==> src/hw/rtl/rmv_pkg.sv <==
package rmv_pkg;

    // Fixed field widths of the stream payload
    localparam int SAMPLE_W    = 32;
    localparam int MEAN_W      = 32;
    localparam int MAG_W       = 32;
    localparam int COUNT_OUT_W = 32;
    localparam int M2_W        = 63;
    localparam int PROD_W      = 2 * MAG_W;
    localparam int OUT_DATA_W  = 256;

    localparam logic [M2_W-1:0] M2_MAX = '1;

    // Handshake status of a serial arithmetic unit
    typedef struct packed {
        logic busy;
        logic done;
    } rmv_unit_status_t;

endpackage

==> src/hw/rtl/running_mean_variance.sv <==
// Running mean and variance of a stream of signed fixed-point samples, updated
// by the Welford recurrence. Each accepted sample raises a saturating count,
// moves the mean by delta/count (truncated toward zero) and adds the rounded-
// down product of the two deviations to a saturating sum of squares; one
// result transaction follows per sample, carrying count, mean, that sum and
// the population and sample variances. One sample is in work at a time: the
// work runs three divisions on one shared restoring divider that yields one
// quotient bit per cycle, a bit-serial 32x32 multiplier, and a nine-state
// sequencer around them. A new sample is taken while the previous result
// still waits in the output register.
module running_mean_variance
    import rmv_pkg::*;
#(
    parameter int COUNT_WIDTH = 32,
    parameter int FRAC_BITS   = 16
)
(
    input  logic                  clk,
    input  logic                  rst_n,
    input  logic                  s_tvalid,
    output logic                  s_tready,
    input  logic [SAMPLE_W-1:0]   s_tdata,   // [31:0] sample
    output logic                  m_tvalid,
    input  logic                  m_tready,
    output logic [OUT_DATA_W-1:0] m_tdata    // [31:0] sample_count, [63:32] running_mean,
                                             // [126:64] sum_sq_dev, [189:127] pop_variance,
                                             // [252:190] samp_variance, [255:253] zero
);

    typedef enum logic [8:0] {
        S_IDLE = 9'b000000001,
        S_MDIV = 9'b000000010,
        S_D2   = 9'b000000100,
        S_MUL  = 9'b000001000,
        S_ACC  = 9'b000010000,
        S_PST  = 9'b000100000,
        S_PDIV = 9'b001000000,
        S_SDIV = 9'b010000000,
        S_DONE = 9'b100000000
    } rmv_state_t;

    rmv_state_t              state_reg, state_next;
    logic [COUNT_WIDTH-1:0]  count_reg, count_next;
    logic [MEAN_W-1:0]       mean_reg, mean_next;
    logic [M2_W-1:0]         m2_reg, m2_next;
    logic [SAMPLE_W-1:0]     x_reg, x_next;
    logic [MAG_W-1:0]        mag_reg, mag_next;
    logic                    neg_reg, neg_next;
    logic [M2_W-1:0]         pvar_reg, pvar_next;
    logic [M2_W-1:0]         svar_reg, svar_next;
    logic                    out_valid_reg, out_valid_next;
    logic [OUT_DATA_W-1:0]   out_data_reg, out_data_next;

    logic                    accept;
    logic [COUNT_WIDTH-1:0]  count_inc;
    logic [COUNT_WIDTH-1:0]  sdiv;
    logic [MAG_W:0]          delta;
    logic [MAG_W:0]          delta_neg;
    logic [MAG_W:0]          q_step;
    logic [MAG_W:0]          mean_sum;
    logic [MAG_W:0]          delta2;
    logic [MAG_W:0]          delta2_neg;
    logic [MAG_W-1:0]        mag2;
    logic [PROD_W-1:0]       prod_shift;
    logic [M2_W-1:0]         add_sat;
    logic [M2_W:0]           m2_sum;
    logic [63:0]             count_ext;

    logic                    div_start;
    logic [M2_W-1:0]         div_dividend;
    logic [COUNT_WIDTH-1:0]  div_divisor;
    logic [M2_W-1:0]         div_quotient;
    rmv_unit_status_t        div_st;

    logic                    mul_start;
    logic [PROD_W-1:0]       mul_product;
    rmv_unit_status_t        mul_st;

    assign accept   = s_tvalid && s_tready;
    assign s_tready = (state_reg == S_IDLE);
    assign m_tvalid = out_valid_reg;
    assign m_tdata  = out_data_reg;

    // Saturating count and the divisor for the sample variance
    assign count_inc = (count_reg == '1) ? count_reg : count_reg + COUNT_WIDTH'(1);
    assign sdiv      = (count_reg > COUNT_WIDTH'(2)) ? count_reg - COUNT_WIDTH'(1)
                                                     : COUNT_WIDTH'(1);

    // First deviation against the old mean
    assign delta     = {s_tdata[SAMPLE_W-1], s_tdata} - {mean_reg[MEAN_W-1], mean_reg};
    assign delta_neg = -delta;

    // Mean step with the sign of the first deviation
    assign q_step   = neg_reg ? -div_quotient[MAG_W:0] : div_quotient[MAG_W:0];
    assign mean_sum = {mean_reg[MEAN_W-1], mean_reg} + q_step;

    // Second deviation against the new mean
    assign delta2     = {x_reg[SAMPLE_W-1], x_reg} - {mean_reg[MEAN_W-1], mean_reg};
    assign delta2_neg = -delta2;
    assign mag2       = delta2[MAG_W] ? delta2_neg[MAG_W-1:0] : delta2[MAG_W-1:0];

    // Scale the product and add it to the sum of squares, clamping both
    assign prod_shift = mul_product >> FRAC_BITS;
    assign add_sat    = prod_shift[PROD_W-1] ? M2_MAX : prod_shift[M2_W-1:0];
    assign m2_sum     = {1'b0, m2_reg} + {1'b0, add_sat};

    assign count_ext = 64'(count_reg);

    // Sequencer
    always_comb
    begin
        state_next     = state_reg;
        count_next     = count_reg;
        mean_next      = mean_reg;
        m2_next        = m2_reg;
        x_next         = x_reg;
        mag_next       = mag_reg;
        neg_next       = neg_reg;
        pvar_next      = pvar_reg;
        svar_next      = svar_reg;
        out_valid_next = out_valid_reg;
        out_data_next  = out_data_reg;
        div_start      = 1'b0;
        div_dividend   = m2_reg;
        div_divisor    = count_reg;
        mul_start      = 1'b0;

        // Release the result once taken
        if (out_valid_reg && m_tready)
        begin
            out_valid_next = 1'b0;
        end

        case (state_reg)
            S_IDLE:
            begin
                if (accept)
                begin
                    x_next       = s_tdata;
                    count_next   = count_inc;
                    neg_next     = delta[MAG_W];
                    mag_next     = delta[MAG_W] ? delta_neg[MAG_W-1:0] : delta[MAG_W-1:0];
                    div_start    = 1'b1;
                    div_dividend = M2_W'(mag_next);
                    div_divisor  = count_inc;
                    state_next   = S_MDIV;
                end
            end
            S_MDIV:
            begin
                if (div_st.done)
                begin
                    mean_next  = mean_sum[MEAN_W-1:0];
                    state_next = S_D2;
                end
            end
            S_D2:
            begin
                mul_start  = 1'b1;
                state_next = S_MUL;
            end
            S_MUL:
            begin
                if (mul_st.done)
                begin
                    state_next = S_ACC;
                end
            end
            S_ACC:
            begin
                m2_next    = m2_sum[M2_W] ? M2_MAX : m2_sum[M2_W-1:0];
                state_next = S_PST;
            end
            S_PST:
            begin
                div_start  = 1'b1;
                state_next = S_PDIV;
            end
            S_PDIV:
            begin
                if (div_st.done)
                begin
                    pvar_next   = div_quotient;
                    div_start   = 1'b1;
                    div_divisor = sdiv;
                    state_next  = S_SDIV;
                end
            end
            S_SDIV:
            begin
                if (div_st.done)
                begin
                    svar_next  = div_quotient;
                    state_next = S_DONE;
                end
            end
            S_DONE:
            begin
                if (!out_valid_reg || m_tready)
                begin
                    out_valid_next = 1'b1;
                    out_data_next  = {3'b000, svar_reg, pvar_reg, m2_reg, mean_reg,
                                      count_ext[COUNT_OUT_W-1:0]};
                    state_next     = S_IDLE;
                end
            end
            default:
            begin
                state_next = S_IDLE;
            end
        endcase
    end

    // Control and model state
    always_ff @(posedge clk or negedge rst_n)
    begin
        if (!rst_n)
        begin
            state_reg     <= S_IDLE;
            count_reg     <= '0;
            mean_reg      <= '0;
            m2_reg        <= '0;
            out_valid_reg <= 1'b0;
        end
        else
        begin
            state_reg     <= state_next;
            count_reg     <= count_next;
            mean_reg      <= mean_next;
            m2_reg        <= m2_next;
            out_valid_reg <= out_valid_next;
        end
    end

    // Working and result registers
    always_ff @(posedge clk)
    begin
        x_reg        <= x_next;
        mag_reg      <= mag_next;
        neg_reg      <= neg_next;
        pvar_reg     <= pvar_next;
        svar_reg     <= svar_next;
        out_data_reg <= out_data_next;
    end

    // Shared divider for the mean step and both variances
    rmv_div #(
        .DIVIDEND_W (M2_W),
        .DIVISOR_W  (COUNT_WIDTH)
    ) u_div (
        .clk      (clk),
        .rst_n    (rst_n),
        .start    (div_start),
        .dividend (div_dividend),
        .divisor  (div_divisor),
        .quotient (div_quotient),
        .status   (div_st)
    );

    // Product of the two deviation magnitudes
    rmv_mul #(
        .OP_W (MAG_W)
    ) u_mul (
        .clk     (clk),
        .rst_n   (rst_n),
        .start   (mul_start),
        .op_a    (mag_reg),
        .op_b    (mag2),
        .product (mul_product),
        .status  (mul_st)
    );

    // A sample is only taken while the divider is free
    assert property (@(posedge clk) disable iff (!rst_n)
        accept |-> !div_st.busy)
        else $error("sample accepted while divider busy");

    // Divider results arrive only in states that consume them
    assert property (@(posedge clk) disable iff (!rst_n)
        div_st.done |-> (state_reg == S_MDIV || state_reg == S_PDIV || state_reg == S_SDIV))
        else $error("divider result arrived in an unexpected state");

    // The sum of squares never falls
    assert property (@(posedge clk) disable iff (!rst_n)
        (state_reg == S_ACC) |=> (m2_reg >= $past(m2_reg)))
        else $error("sum of squared deviations decreased");

    // The count never falls and moves by at most one
    assert property (@(posedge clk) disable iff (!rst_n)
        (count_reg != $past(count_reg)) |-> (count_reg == $past(count_reg) + COUNT_WIDTH'(1)))
        else $error("count moved by other than one");

endmodule

==> src/hw/rtl/rmv_div.sv <==
module rmv_div
    import rmv_pkg::*;
#(
    parameter int DIVIDEND_W = 63,
    parameter int DIVISOR_W  = 32
)
(
    input  logic                  clk,
    input  logic                  rst_n,
    input  logic                  start,
    input  logic [DIVIDEND_W-1:0] dividend,
    input  logic [DIVISOR_W-1:0]  divisor,
    output logic [DIVIDEND_W-1:0] quotient,
    output rmv_unit_status_t      status
);

    localparam int CNT_W = $clog2(DIVIDEND_W);

    logic                  busy_reg, busy_next;
    logic                  done_reg, done_next;
    logic [CNT_W-1:0]      cnt_reg, cnt_next;
    logic [DIVIDEND_W-1:0] quo_reg, quo_next;
    logic [DIVISOR_W-1:0]  rem_reg, rem_next;
    logic [DIVISOR_W-1:0]  dsr_reg, dsr_next;

    logic [DIVISOR_W:0]    trial;
    logic [DIVISOR_W:0]    diff;
    logic                  fits;

    // Trial subtraction of one restoring step
    assign trial = {rem_reg, quo_reg[DIVIDEND_W-1]};
    assign diff  = trial - {1'b0, dsr_reg};
    assign fits  = trial >= {1'b0, dsr_reg};

    // Load on start, then retire one quotient bit per cycle
    always_comb
    begin
        busy_next = busy_reg;
        done_next = 1'b0;
        cnt_next  = cnt_reg;
        quo_next  = quo_reg;
        rem_next  = rem_reg;
        dsr_next  = dsr_reg;
        if (start && !busy_reg)
        begin
            busy_next = 1'b1;
            cnt_next  = CNT_W'(DIVIDEND_W - 1);
            quo_next  = dividend;
            rem_next  = '0;
            dsr_next  = divisor;
        end
        else if (busy_reg)
        begin
            quo_next = {quo_reg[DIVIDEND_W-2:0], fits};
            rem_next = fits ? diff[DIVISOR_W-1:0] : trial[DIVISOR_W-1:0];
            if (cnt_reg == '0)
            begin
                busy_next = 1'b0;
                done_next = 1'b1;
            end
            else
            begin
                cnt_next = cnt_reg - CNT_W'(1);
            end
        end
    end

    // Control state
    always_ff @(posedge clk or negedge rst_n)
    begin
        if (!rst_n)
        begin
            busy_reg <= 1'b0;
            done_reg <= 1'b0;
        end
        else
        begin
            busy_reg <= busy_next;
            done_reg <= done_next;
        end
    end

    // Datapath
    always_ff @(posedge clk)
    begin
        cnt_reg <= cnt_next;
        quo_reg <= quo_next;
        rem_reg <= rem_next;
        dsr_reg <= dsr_next;
    end

    assign quotient    = quo_reg;
    assign status.busy = busy_reg;
    assign status.done = done_reg;

endmodule

==> src/hw/rtl/rmv_mul.sv <==
module rmv_mul
    import rmv_pkg::*;
#(
    parameter int OP_W = 32
)
(
    input  logic                clk,
    input  logic                rst_n,
    input  logic                start,
    input  logic [OP_W-1:0]     op_a,
    input  logic [OP_W-1:0]     op_b,
    output logic [2*OP_W-1:0]   product,
    output rmv_unit_status_t    status
);

    localparam int CNT_W = $clog2(OP_W);

    logic                busy_reg, busy_next;
    logic                done_reg, done_next;
    logic [CNT_W-1:0]    cnt_reg, cnt_next;
    logic [OP_W-1:0]     a_reg, a_next;
    logic [2*OP_W-1:0]   p_reg, p_next;

    logic [OP_W:0]       sum;

    // Add the multiplicand when the current multiplier bit is set
    assign sum = {1'b0, p_reg[2*OP_W-1:OP_W]} + (p_reg[0] ? {1'b0, a_reg} : '0);

    // Load on start, then consume one multiplier bit per cycle
    always_comb
    begin
        busy_next = busy_reg;
        done_next = 1'b0;
        cnt_next  = cnt_reg;
        a_next    = a_reg;
        p_next    = p_reg;
        if (start && !busy_reg)
        begin
            busy_next = 1'b1;
            cnt_next  = CNT_W'(OP_W - 1);
            a_next    = op_a;
            p_next    = {{OP_W{1'b0}}, op_b};
        end
        else if (busy_reg)
        begin
            p_next = {sum, p_reg[OP_W-1:1]};
            if (cnt_reg == '0)
            begin
                busy_next = 1'b0;
                done_next = 1'b1;
            end
            else
            begin
                cnt_next = cnt_reg - CNT_W'(1);
            end
        end
    end

    // Control state
    always_ff @(posedge clk or negedge rst_n)
    begin
        if (!rst_n)
        begin
            busy_reg <= 1'b0;
            done_reg <= 1'b0;
        end
        else
        begin
            busy_reg <= busy_next;
            done_reg <= done_next;
        end
    end

    // Datapath
    always_ff @(posedge clk)
    begin
        cnt_reg <= cnt_next;
        a_reg   <= a_next;
        p_reg   <= p_next;
    end

    assign product     = p_reg;
    assign status.busy = busy_reg;
    assign status.done = done_reg;

endmodule
==> config.mk <==
export PLATFORM = sky130hd
export DESIGN_NAME = running_mean_variance
export DESIGN_NICKNAME = d
export VERILOG_FILES = /design/src/hw/rtl/rmv_pkg.sv /design/src/hw/rtl/running_mean_variance.sv /design/src/hw/rtl/rmv_div.sv /design/src/hw/rtl/rmv_mul.sv
export SDC_FILE = /design/constraint.sdc
export NUM_CORES = 2
export LEC_CHECK = 0
export ABC_AREA = 1
export BUFFER_PORTS_ARGS = -buffer_cell sky130_fd_sc_hd__buf_2
export CORE_UTILIZATION = 60
export CTS_CLUSTER_DIAMETER = 120
export DETAILED_ROUTE_END_ITERATION = 7
export PLACE_DENSITY_LB_ADDON = 0.3
export SYNTH_ARGS = -nofsm -noshare
export SYNTH_HDL_FRONTEND = slang
export SYNTH_HIERARCHICAL = 1
export SYNTH_SLANG_ARGS = --single-unit
==> constraint.sdc <==
create_clock -name clk -period 16.6 [get_ports clk]
set_input_delay 1.66 -clock clk [delete_from_list [all_inputs] [get_ports clk]]
set_output_delay 1.66 -clock clk [all_outputs]
set_load 0.1 [all_outputs]
; Word-level counts from Yosys, hierarchy flattened
; Index checks and enable logic that the tools add are counted.
[op_classes]
order_cmp = 2
n_addsub = 13
reduce_logical = 20
bitwise = 2
eq_ne = 16
mux = 43
[ops]
columns = cell, n
row1 = $mux 32, 11
row2 = $mux 63, 5
row3 = $neg 32->32, 3
row4 = $pmux 9 s9, 1
row5 = $sub 32x32->33, 2
row6 = $add 63x48->64, 1
row7 = $pmux 32 s2, 1
row8 = $mux 9, 6
row9 = $add 32x32->33, 1
row10 = $ge 33x32->1, 1
row11 = $add 32x1->32 const B, 1
row12 = $add 32x32->32, 1
row13 = $eq 32x32->1 const B, 1
row14 = $gt 32x2->1 const B, 1
row15 = $sub 32x1->32 const B, 1
row16 = $sub 32x32->32, 1
row17 = $mux 1, 18
row18 = $reduce_and 2->1, 7
row19 = $ne 2x1->1 const B, 5
row20 = $eq 9x1->1 const B, 1
row21 = $eq 9x2->1 const B, 1
row22 = $eq 9x3->1 const B, 1
row23 = $eq 9x4->1 const B, 1
row24 = $eq 9x5->1 const B, 1
row25 = 16 further kinds, 23
[word_totals]
inputBits = 36
regBits = 819
out_inout_bits = 258

; Longest topological paths before layout
[depth]
depth_word = 6
mapped_depth = 25
mapped_depth_nobuf = 25

; By module
; Netlist, hierarchy kept.
[by_module_without_submodules]
columns = mod, instances, area_each_um2, seq_area_each_um2, cells_each
row1 = running_mean_variance, 1, 33940.1, 16762.3, 3988
row2 = rmv_div, 1, 8102.8, 3663.5, 1113
row3 = rmv_mul, 1, 6343.6, 2712.6, 903

; Worst setup path after synthesis
; No wires, ideal clock.
[synth_timing]
path_kind = input port to flip-flop
start = in m_tready
end = reg out_data_reg[0] (netlist: m_tdata[0]) (enable)
path_stages = 2
t_arrival_ps = 12160
path_buffers = 0
setup_ps = 873
t_required_ps = 15727
path_slack_ps = 3568
cell_sequence = nor2_1 -> nor2_1
[synth_via]
elab_chain_len = 2
[synth_lines]
columns = element, line_no
row1 = "start, declared", running_mean_variance.sv:24  ; input logic m_tready,
row2 = $logic_or 1x1->1, running_mean_variance.sv:199  ; if (!out_valid_reg || m_tready)
row3 = $reduce_and 2->1 (no line), -
row4 = "end signal, assigned", running_mean_variance.sv:243  ; out_data_reg <= out_data_next;
row5 = "end, declared", running_mean_variance.sv:52  ; logic [OUT_DATA_W-1:0] out_data_reg, out_data_next;
; No other way between the ends.
; A chain may end at the register's enable or synchronous reset.

; Final worst setup path
[layout_timing]
start = reg u_div.quo_reg[0] (netlist: u_div/quotient[0])
end = reg mean_reg[27]
[layout_via]
elab_chain_len = 3
[layout_lines]
columns = element, line_no
row1 = "start, declared", rmv_div.sv:22  ; logic [DIVIDEND_W-1:0] quo_reg, quo_next;
row2 = "start signal, assigned", rmv_div.sv:87  ; quo_reg <= quo_next;
row3 = $neg 32->32, running_mean_variance.sv:94  ; assign q_step = neg_reg ? -div_quotient[MAG_W:0] : div_quotient[MAG_W:0];
row4 = $mux 32 *, running_mean_variance.sv:94
row5 = $add 32x32->32 *, running_mean_variance.sv:95  ; assign mean_sum = {mean_reg[MEAN_W-1], mean_reg} + q_step;
row6 = "end signal, assigned", running_mean_variance.sv:229  ; mean_reg <= mean_next;
row7 = "end, declared", running_mean_variance.sv:44  ; logic [MEAN_W-1:0] mean_reg, mean_next;
; Every way passes the cells marked *; elsewhere a longest branch is shown, timed or not.

==> flow_metrics.py <==
metrics = {
    "outcome": {
        "status": "finished with violations",
        "violations": "design-rule violations",
    },
    "synth": {
        "synth_area_um2": 48400,
        "syn_avg_cell_area_um2": 8.06,
        "ys_warn_count": 6,
        "synthCells": 6002,
    },
    "power": {
        "p_int_mw": 4.94,
        "power.leakage_nw": 24.9,
        "vdd_drop_max_mv": 0.124,
        "p_comb_frac": 0.426,
        "power.share.clock": 0.221,
        "pwr-share-seq": 0.353,
        "p_switching_mw": 3.88,
        "powerDensity_nw_per_um2": 164,
        "switching_share": 0.440,
        "power_mw": 8.82,
    },
    "setup_path": {
        "cp_slowest_cell": "edfxtp_1",
        "timing.critical_path.mode_cell": "nand2_1",
        "worst_path_dominant_cell_family": "simple AND/OR/NAND/NOR gates",
        "arrival_ps": 5080,
        "criticalPathCategory": "reg -> reg",
        "max_stage_delay_ps": 610,
        "crit_chain": "inv_1 -> ha_1 -> nand2_1 -> nor3_1 -> nand2_1 -> nor2_1 -> nand2_1 -> nor3_1 -> nand2_1 -> nor3_1 -> nand3_1 -> o21ai_0 -> xnor2_1 -> ha_1 -> a21oi_1 -> o21ai_0 -> a221oi_1 -> nand2_1 -> or2_2 -> nand3_1 -> o21ai_0",
        "critical_path.endpoint_type": "flip-flop",
        "critPathBufInv": 1,
        "critical_path.max_fanout": 5,
        "critPathLaunchType": "flip-flop",
        "crit_required_ps": 17130,
    },
    "routing": {
        "num_vias": 42654,
        "drtAntennaViolNets": 0,
        "wire_per_inst_um": 20.9,
        "drt-initial-drc-count": 5074,
        "vias_per_cell": 5.74,
        "wl_um": 155000,
        "first_pass_iters": 8,
        "drc_errors": 1,
    },
    "global_routing": {
        "busiest_layer": "met2",
        "grt_pass1_wl_um": 233000,
        "grtUsageTotal": 0.374,
        "overflow": 0,
        "met1_usage": 0.502,
        "grtUsageMet3": 0.0546,
        "antenna_found_initial": 8,
        "first_global_vias": 39219,
        "grt_max_degree": 77,
        "met2_usage": 0.609,
    },
    "timing": {
        "rsz0062_at_grt": "false",
        "maxSlewHeadroom": 0.276,
        "period_share": 0.274,
        "fmax_mhz": 220,
        "worst_pin_slew_ps": 1090,
        "hold_ws_ps": 406,
        "hold_viol": 0,
        "finalCriticalPeriod_ps": 4550,
        "fin_ws_ps": 12050,
        "final_max_slew_viol_count": 0,
        "skew_ps": 29.1,
        "setup_viol_count_final": 0,
        "setup_tns_ps": 0,
    },
    "placement": {
        "io_buffers": 290,
        "place_hpwl_um": 118000,
        "gp_congestion": 1.01,
        "dpl_cell_area_um2": 50900,
        "preCtsSetupSlack_ps": 11920,
        "dp.cells": 7266,
    },
    "clock_network": {
        "clockBufferDepth": 3,
        "ctsResizeCount": 0,
        "cts-root-buf": "clkbuf_16",
        "tritoncts": "done",
        "htreeDepth": 3,
        "hold_buffers": 0,
        "clk-insertion-delay-late_ps": 670,
        "cts.sinks": 819,
        "numCtsBuffers": 86,
        "cts_setup_buffers": 0,
        "cts.clk_slew.worst_paths_ps": 70,
    },
    "die": {
        "initial_core_util": 0.609,
        "rows": 103,
        "die-area_um2": 81800,
        "boundaryPins": 294,
        "die_w_um": 286,
        "core_um2": 79400,
        "die_height_um": 286,
    },
    "run": {
        "maxCapViolCount": 0,
    },
    "finish": {
        "mostFrequentLayoutCells": "1893 x nand2_1, 859 x inv_1, 603 x edfxtp_1",
        "final_common_cell": "nand2_1",
        "largest_register_ffs": 253,
        "multi_input_area_um2": 21500,
        "final_cells": 7431,
        "seq_area_um2": 23100,
        "fillCellCount": 6573,
        "post-route-util": 0.677,
        "design_area_um2": 53700,
        "final_layout_size_suffix_gt1_frac": 0.0963,
        "nets": 6561,
        "area_delta_synth_final_pct": 11.1,
    },
    "min_path": {
        "hp-class": "reg -> reg",
    },
}
## metal layers
layer  vias up  share of wire  wire, um
li1      20154              -         -
met5         -              0         0
met1     19846           0.40     62800
met3       364          0.086     13400
met2      2290           0.46     71900
met4         0          0.046      7190
## path summary, 6_finish.rpt
path	start	to	slack (ps)	depth (start not counted)
hold / removal	mag_reg[7]	u_mul/a_reg[7]	410	0
min in group asynchronous	rst_n	mean_reg[4]	1000	1
setup reg to reg	u_div/quotient[0]	mean_reg[27]	12050	21
setup / recovery	u_div/quotient[0]	mean_reg[27]	12050	21
hold reg to reg	mag_reg[7]	u_mul/a_reg[7]	410	0
max in group asynchronous	rst_n	m2_reg[7]	13940	2
## power groups by stage
stage,Combinational [mW],Clock [mW],Sequential [mW]
global placement,3.57,0,3.13
global route,4.15,2.04,3.13
floorplan,2.79,0,2.85
finish,3.76,1.95,3.11
detailed placement,3.64,0,3.13
CTS,3.68,1.96,3.10
## worst register-to-register path, delay by kind of cell, from the launching register on
kind / cells / cell delay, ps
buf+inv: 1 / 200
compound gates: 5 / 1070
simple gates: 12 / 1900
flops: 1 / 610
fa+ha+maj: 2 / 490
xor+xnor: 1 / 160
## layout make-up
| cell class | count | share of cell area |
|---|---|---|
| Sequential cell | 819 | 0.431 |
| Multi-Input combinational cell | 4191 | 0.399 |
| Inverter | 886 | 0.0619 |
| Clock buffer | 110 | 0.0419 |
| Timing Repair Buffer | 320 | 0.0313 |
| Tap cell | 1050 | 0.0244 |
| Clock inverter | 52 | 0.0103 |
| Antenna cell | 3 | 0.000140 |
Note: power is estimated with default switching activity, not from simulation.
